<file path="config.mk">
export PLATFORM = sky130hd
export DESIGN_NAME = pcz_cfg_regs
export DESIGN_NICKNAME = d
export VERILOG_FILES = /design/src/rtl/pcz_pkg.sv /design/src/rtl/pcz_cfg_regs.sv
export SDC_FILE = /design/constraint.sdc
export NUM_CORES = 1
export LEC_CHECK = 0
export CAP_MARGIN = 20
export CORE_UTILIZATION = 61
export DETAILED_ROUTE_END_ITERATION = 6
export DONT_BUFFER_PORTS = 1
export PLACE_DENSITY = 0.83
export SLEW_MARGIN = 25
export SYNTH_ARGS = -nofsm -noshare
export SYNTH_HDL_FRONTEND = slang
export SYNTH_SLANG_ARGS = --single-unit
export TNS_END_PERCENT = 50
</file>
<file path="constraint.sdc">
create_clock -name clk -period 1.3 [get_ports clk]
set_clock_uncertainty 0.15 [all_clocks]
set_input_delay 0.13 -clock clk [delete_from_list [all_inputs] [get_ports clk]]
set_output_delay 0.13 -clock clk [all_outputs]
set_load 0.05 [all_outputs]
</file>
<file path="src/rtl/pcz_pkg.sv">
package pcz_pkg;

  localparam int COORD_BITS_DEF = 13;
  localparam int SCORE_W        = 11;
  localparam int CFG_IDX_W      = 3;
  localparam int NUM_VERT       = 4;
  localparam int KNEE_MUL       = 5;
  localparam int ANKLE_MUL      = 25;

  localparam logic [CFG_IDX_W-1:0] REG_VERTEX_COUNT    = 3'd0;
  localparam logic [CFG_IDX_W-1:0] REG_VERTEX_A        = 3'd1;
  localparam logic [CFG_IDX_W-1:0] REG_VERTEX_B        = 3'd2;
  localparam logic [CFG_IDX_W-1:0] REG_VERTEX_C        = 3'd3;
  localparam logic [CFG_IDX_W-1:0] REG_VERTEX_D        = 3'd4;
  localparam logic [CFG_IDX_W-1:0] REG_SCORE_THRESHOLD = 3'd5;

  localparam logic [2:0]         VERTEX_COUNT_RST    = 3'd4;
  localparam logic [SCORE_W-1:0] SCORE_THRESHOLD_RST = 11'd717;

  typedef struct packed {
    logic ld1;
    logic ld2;
  } pcz_load_t;

endpackage

</file>
<file path="src/rtl/pcz_cfg_regs.sv">
module pcz_cfg_regs #(
  parameter int COORD_BITS = pcz_pkg::COORD_BITS_DEF
) (
  input  logic                           clk,
  input  logic                           rst,
  input  logic                           cfg_valid,
  output logic                           cfg_ready,
  input  logic [pcz_pkg::CFG_IDX_W-1:0]  cfg_index,
  input  logic [2*COORD_BITS-1:0]        cfg_data,
  output logic [2*COORD_BITS-1:0]        vertex [pcz_pkg::NUM_VERT],
  output logic                           four_vertices,
  output logic [pcz_pkg::SCORE_W-1:0]    score_threshold
);

  logic [2:0] vertex_count;

  assign cfg_ready     = 1'b1;
  assign four_vertices = vertex_count[2];

  always_ff @(posedge clk) begin
    if (rst) begin
      vertex_count    <= pcz_pkg::VERTEX_COUNT_RST;
      score_threshold <= pcz_pkg::SCORE_THRESHOLD_RST;
      for (int i = 0; i < pcz_pkg::NUM_VERT; i++) begin
        vertex[i] <= '0;
      end
    end else if (cfg_valid) begin
      case (cfg_index)
        pcz_pkg::REG_VERTEX_COUNT:    vertex_count    <= cfg_data[2:0];
        pcz_pkg::REG_VERTEX_A:        vertex[0]       <= cfg_data;
        pcz_pkg::REG_VERTEX_B:        vertex[1]       <= cfg_data;
        pcz_pkg::REG_VERTEX_C:        vertex[2]       <= cfg_data;
        pcz_pkg::REG_VERTEX_D:        vertex[3]       <= cfg_data;
        pcz_pkg::REG_SCORE_THRESHOLD: score_threshold <= cfg_data[pcz_pkg::SCORE_W-1:0];
        default: ;
      endcase
    end
  end

endmodule

</file>
==> results.py, run 1 <==
metrics = {
    "outcome": {
        "status": "did not finish",
        "stop_stage": "clock tree synthesis (4_1_cts)",
        "first-error": "[ERROR DPL-0038] Utilization greater than 100%, impossible to legalize",
    },
    "clock_tree": {
        "clockBufferDepth": 2,
        "cts-resized-gates": 269,
        "numCtsBuffers": 17,
        "cts_hold_buf": 113,
        "h-tree-depth": 4,
        "cts_num_sinks": 116,
        "root_buffer": "clkbuf_8",
        "post-cts-setup-buffer-count": 14,
    },
    "synth": {
        "syn_nets": 451,
        "synth_cells": 419,
        "yosys-top-cells-area": "dfxtp_1 50%, mux2i_1 25%, nand2b_1 18%",
        "synth-seq-area-share_pct": 49.7,
        "yosysUniqueCellTypes": 15,
        "synth_top_area_share_pct": 49.7,
        "avgSynthCellArea_um2": 11.1,
        "ys_seq_elements": 116,
        "synth_warnings": 0,
        "synth_area_um2": 4670,
        "synth_area_leader_cell": "dfxtp_1",
    },
    "floorplanning": {
        "start_util_pct": 63.7,
        "die_h_um": 89.5,
        "rows": 31,
        "die_w_um": 89.5,
        "ioPinCount": 149,
    },
    "placement": {
        "gp_congestion": 0.785,
        "io_buffers": 0,
        "dp_hpwl_um": 7000,
    },
}
## per-stage QoR
step | hold WS [ns] | instances | setup slack, ns | area (um^2) | utilization, %
floorplan | 0.141 | 419 | 0.261 | 4670 | -
global placement | 0.144 | 613 | 0.128 | 5580 | 76.2
detailed placement | 0.154 | 613 | 0.203 | 5580 | 76.2
## Yosys cell counts
| cell type | count |
|---|---|
| nor4b_1 | 1 |
| nor2_1 | 13 |
| nand4bb_1 | 3 |
| nand2b_1 | 135 |
| and4bb_1 | 1 |
| conb_1 | 1 |
| buf_2 | 3 |
| mux2i_1 | 116 |
| and4bb_2 | 1 |
| buf_4 | 5 |
| buf_6 | 7 |
| clkbuf_1 | 14 |
| buf_12 | 1 |
| nand4b_1 | 2 |
| dfxtp_1 | 116 |
## kinds of logic after synthesis
group                  Yosys count  share of synthesized area, %
multiplexers                   116                          24.9
other                            1                        0.0803
AND/OR/NAND/NOR                156                          21.0
flip-flops                     116                          49.7
buffers and inverters           30                          4.37
==> run 2, diff against run 1 <==
Settings changed: CORE_UTILIZATION 61 to 40, PLACE_DENSITY 0.83 to default, PLACE_DENSITY_LB_ADDON from default to 0.15.
==> run 2 against run 1 <==
Against the previous run: the flow now finishes, with violations (hold timing); area after synthesis did not move; synthesized cell count did not move.
==> results.py, run 2 <==
metrics = {
    "outcome": {
        "status": "finished, violations left",
        "failed_checks": "hold timing",
    },
    "worst_setup_path": {
        "rr_endpoint": "vertex[84]$_SDFFE_PP0P_",
        "critPathLaunch": "vertex[84]$_SDFFE_PP0P_",
        "worstPathRequired_ns": 1.49,
        "reg2reg_setup_slack_ns": 0.02,
        "cp.arrival_ns": 1.47,
        "cp-end-kind": "register",
        "critPathLaunchType": "register",
        "rr_startpoint": "vertex[84]$_SDFFE_PP0P_",
        "rr_worst_depth": 3,
        "crit_end": "vertex[84]$_SDFFE_PP0P_",
        "critPathMaxFanout": 2,
        "critPathKind": "register to register",
    },
    "timing": {
        "fin_ws_ns": 0.0191,
        "min_period_over_period_pct": 98.5,
        "fin_tns_setup_ns": 0,
        "drv_slew": 0,
        "setup_viol": 0,
        "fmax_mhz": 781,
        "whs_ns": -0.0813,
        "hold_viol": 1,
        "min_period_ns": 1.28,
    },
    "pwr": {
        "ir_drop_mv": 0.764,
        "p_total_mw": 9.06,
        "powerDensity_nw_per_um2": 1250,
        "power_leakage_nw": 3.45,
    },
    "drt": {
        "wl_um": 12800,
        "routedWlPerCell_um": 16.7,
        "drc": 0,
        "ant_nets": 0,
        "vias_per_cell": 4.84,
        "drt_iter0_drc": 127,
        "vias": 3727,
        "dr.pass1.iters": 4,
    },
    "clock_tree": {
        "h-tree-depth": 4,
        "numCtsBuffers": 17,
        "root_buffer": "clkbuf_16",
        "clkSlewWorstSetupHoldPaths_ns": 0.05,
        "cts_num_sinks": 116,
        "cts_tree": "done",
        "clkLatencyLatePin_ns": 0.41,
        "clockBufferDepth": 2,
    },
    "floorplanning": {
        "die_h_um": 110,
        "dieArea_um2": 12100,
        "ioPinCount": 149,
        "coreArea_um2": 11400,
        "start_util_pct": 40.9,
        "rows": 39,
        "die_w_um": 110,
    },
    "global_routing": {
        "grt_use_met2_pct": 38.0,
        "grt_antenna_before_repair": 0,
        "grt_pass1_vias": 3937,
        "grt_use_total_pct": 22.0,
        "met1_usage_pct": 24.2,
        "grt_max_degree": 84,
        "grt.busiest_layer": "met2",
        "grt_use_met3_pct": 7.35,
        "grt.overflow.total": 0,
        "grt_pass1_wl_um": 19700,
    },
    "synth": {
        "synth_cells": 419,
        "synth_top_area_share_pct": 49.7,
        "synth_area_leader_cell": "dfxtp_1",
        "synth-seq-area-share_pct": 49.7,
        "synth_area_um2": 4670,
        "syn_nets": 451,
        "synth_edf_count": 0,
        "synth_async_sr_flop_share_pct": 0,
        "yosys-top-cells-area": "dfxtp_1 50%, mux2i_1 25%, nand2b_1 18%",
        "avgSynthCellArea_um2": 11.1,
        "yosysUniqueCellTypes": 15,
        "ys.flop_type": "dfxtp_1",
        "ys_seq_elements": 116,
        "synthTopCellsByCount": "135 x nand2b_1, 116 x dfxtp_1, 116 x mux2i_1",
        "synth_warnings": 0,
        "yosysMostFrequentCell": "nand2b_1",
    },
    "min_path": {
        "hp-class": "input pin to register",
    },
    "job": {
        "timing.max_cap.violations": 0,
    },
    "final_layout": {
        "layout_common_cells": "135 x nand2b_1, 121 x buf_4, 116 x mux2i_1",
        "syn2layout_area_growth_pct": 54.7,
        "largestRegisters": "vertex: 104 flops, score_threshold: 11 flops, vertex_count: 1 flops",
        "nFillCells": 923,
        "fin_nets": 648,
        "finalNonFillerCells": 770,
        "insertedDiodeCount": 0,
        "utilization_pct": 63.3,
        "regMostFlops": "vertex",
        "layout-drive-gt1-share_pct": 36.0,
        "largest_register_ff_count": 104,
        "final_common_cell": "nand2b_1",
        "fin_area_um2": 7230,
    },
    "placement": {
        "place_area_um2": 5630,
        "preCtsSetupSlack_ns": 0.0945,
        "post-place-cells": 656,
        "dp_hpwl_um": 6910,
        "gp_congestion": 0.701,
        "io_buffers": 0,
    },
}
run 2: cell counts after synthesis:
No cell type changed its count.
run 2: kinds of logic (layout without fill, tap and decap cells):
kind of cell / Yosys count / in the layout / synth area share, %
AND/OR/NAND/NOR: 156 / 156 / 21.0
multiplexers: 116 / 116 / 24.9
flip-flops: 116 / 116 / 49.7
buffers and inverters: 30 / 238 / 4.37
other: 1 / 1 / 0.0803
run 2: what timing repair did:
action | 4_1_cts | 5_1_grt
setup buffers | 0 | 2
hold buffers | 112 | 6
endpoints found under the hold margin | 116 | 64
endpoints found under the setup margin | 0 | 75
gates resized for setup | 0 | 98
run 2: worst min-delay path by stage:
stage	from	to	slack, ns	cells past startpoint
after global routing	cfg_index[2]	vertex_count[2]$_SDFFE_PP1P_	-0.08	3
after floorplan	cfg_data[0]	score_threshold[0]$_SDFFE_PP1P_	0.14	2
final	cfg_index[2]	vertex_count[2]$_SDFFE_PP1P_	-0.08	3
after detailed placement	cfg_data[3]	score_threshold[3]$_SDFFE_PP1P_	0.16	2
after global placement	cfg_data[7]	score_threshold[7]$_SDFFE_PP1P_	0.14	2
after CTS	cfg_index[2]	vertex_count[2]$_SDFFE_PP1P_	-0.1	3
run 2: layer usage:
layer	wire [um]	vias up
met5	0	-
met4	334	0
met3	824	26
met2	6340	113
met1	5350	1807
li1	-	1781
run 2: report_power, final:
part	internal, mW	total [mW]	switching (mW)	leakage [nW]
logic	0.387	0.923	0.536	2.20
registers	3.65	3.69	0.0451	0.973
clock network	2.90	4.45	1.55	0.282
total	6.93	9.06	2.13	3.45
run 2: final cells by class:
| type | instances | area (um^2) | share of cell area [%] |
|---|---|---|---|
| Tap cell | 143 | 179 | 2.48 |
| Timing Repair Buffer | 208 | 1930 | 26.6 |
| Multi-Input combinational cell | 273 | 2150 | 29.7 |
| Clock inverter | 4 | 45.0 | 0.623 |
| Sequential cell | 116 | 2410 | 33.3 |
| Clock buffer | 26 | 519 | 7.19 |
run 2: worst max-delay path: stages (launching register included):
cell,delay (ns)
dfxtp_2,0.33
nand2b_1,0.05
dlygate4sd3_1,0.55
mux2i_1,0.13
Note: power is estimated with default switching activity, not from simulation.
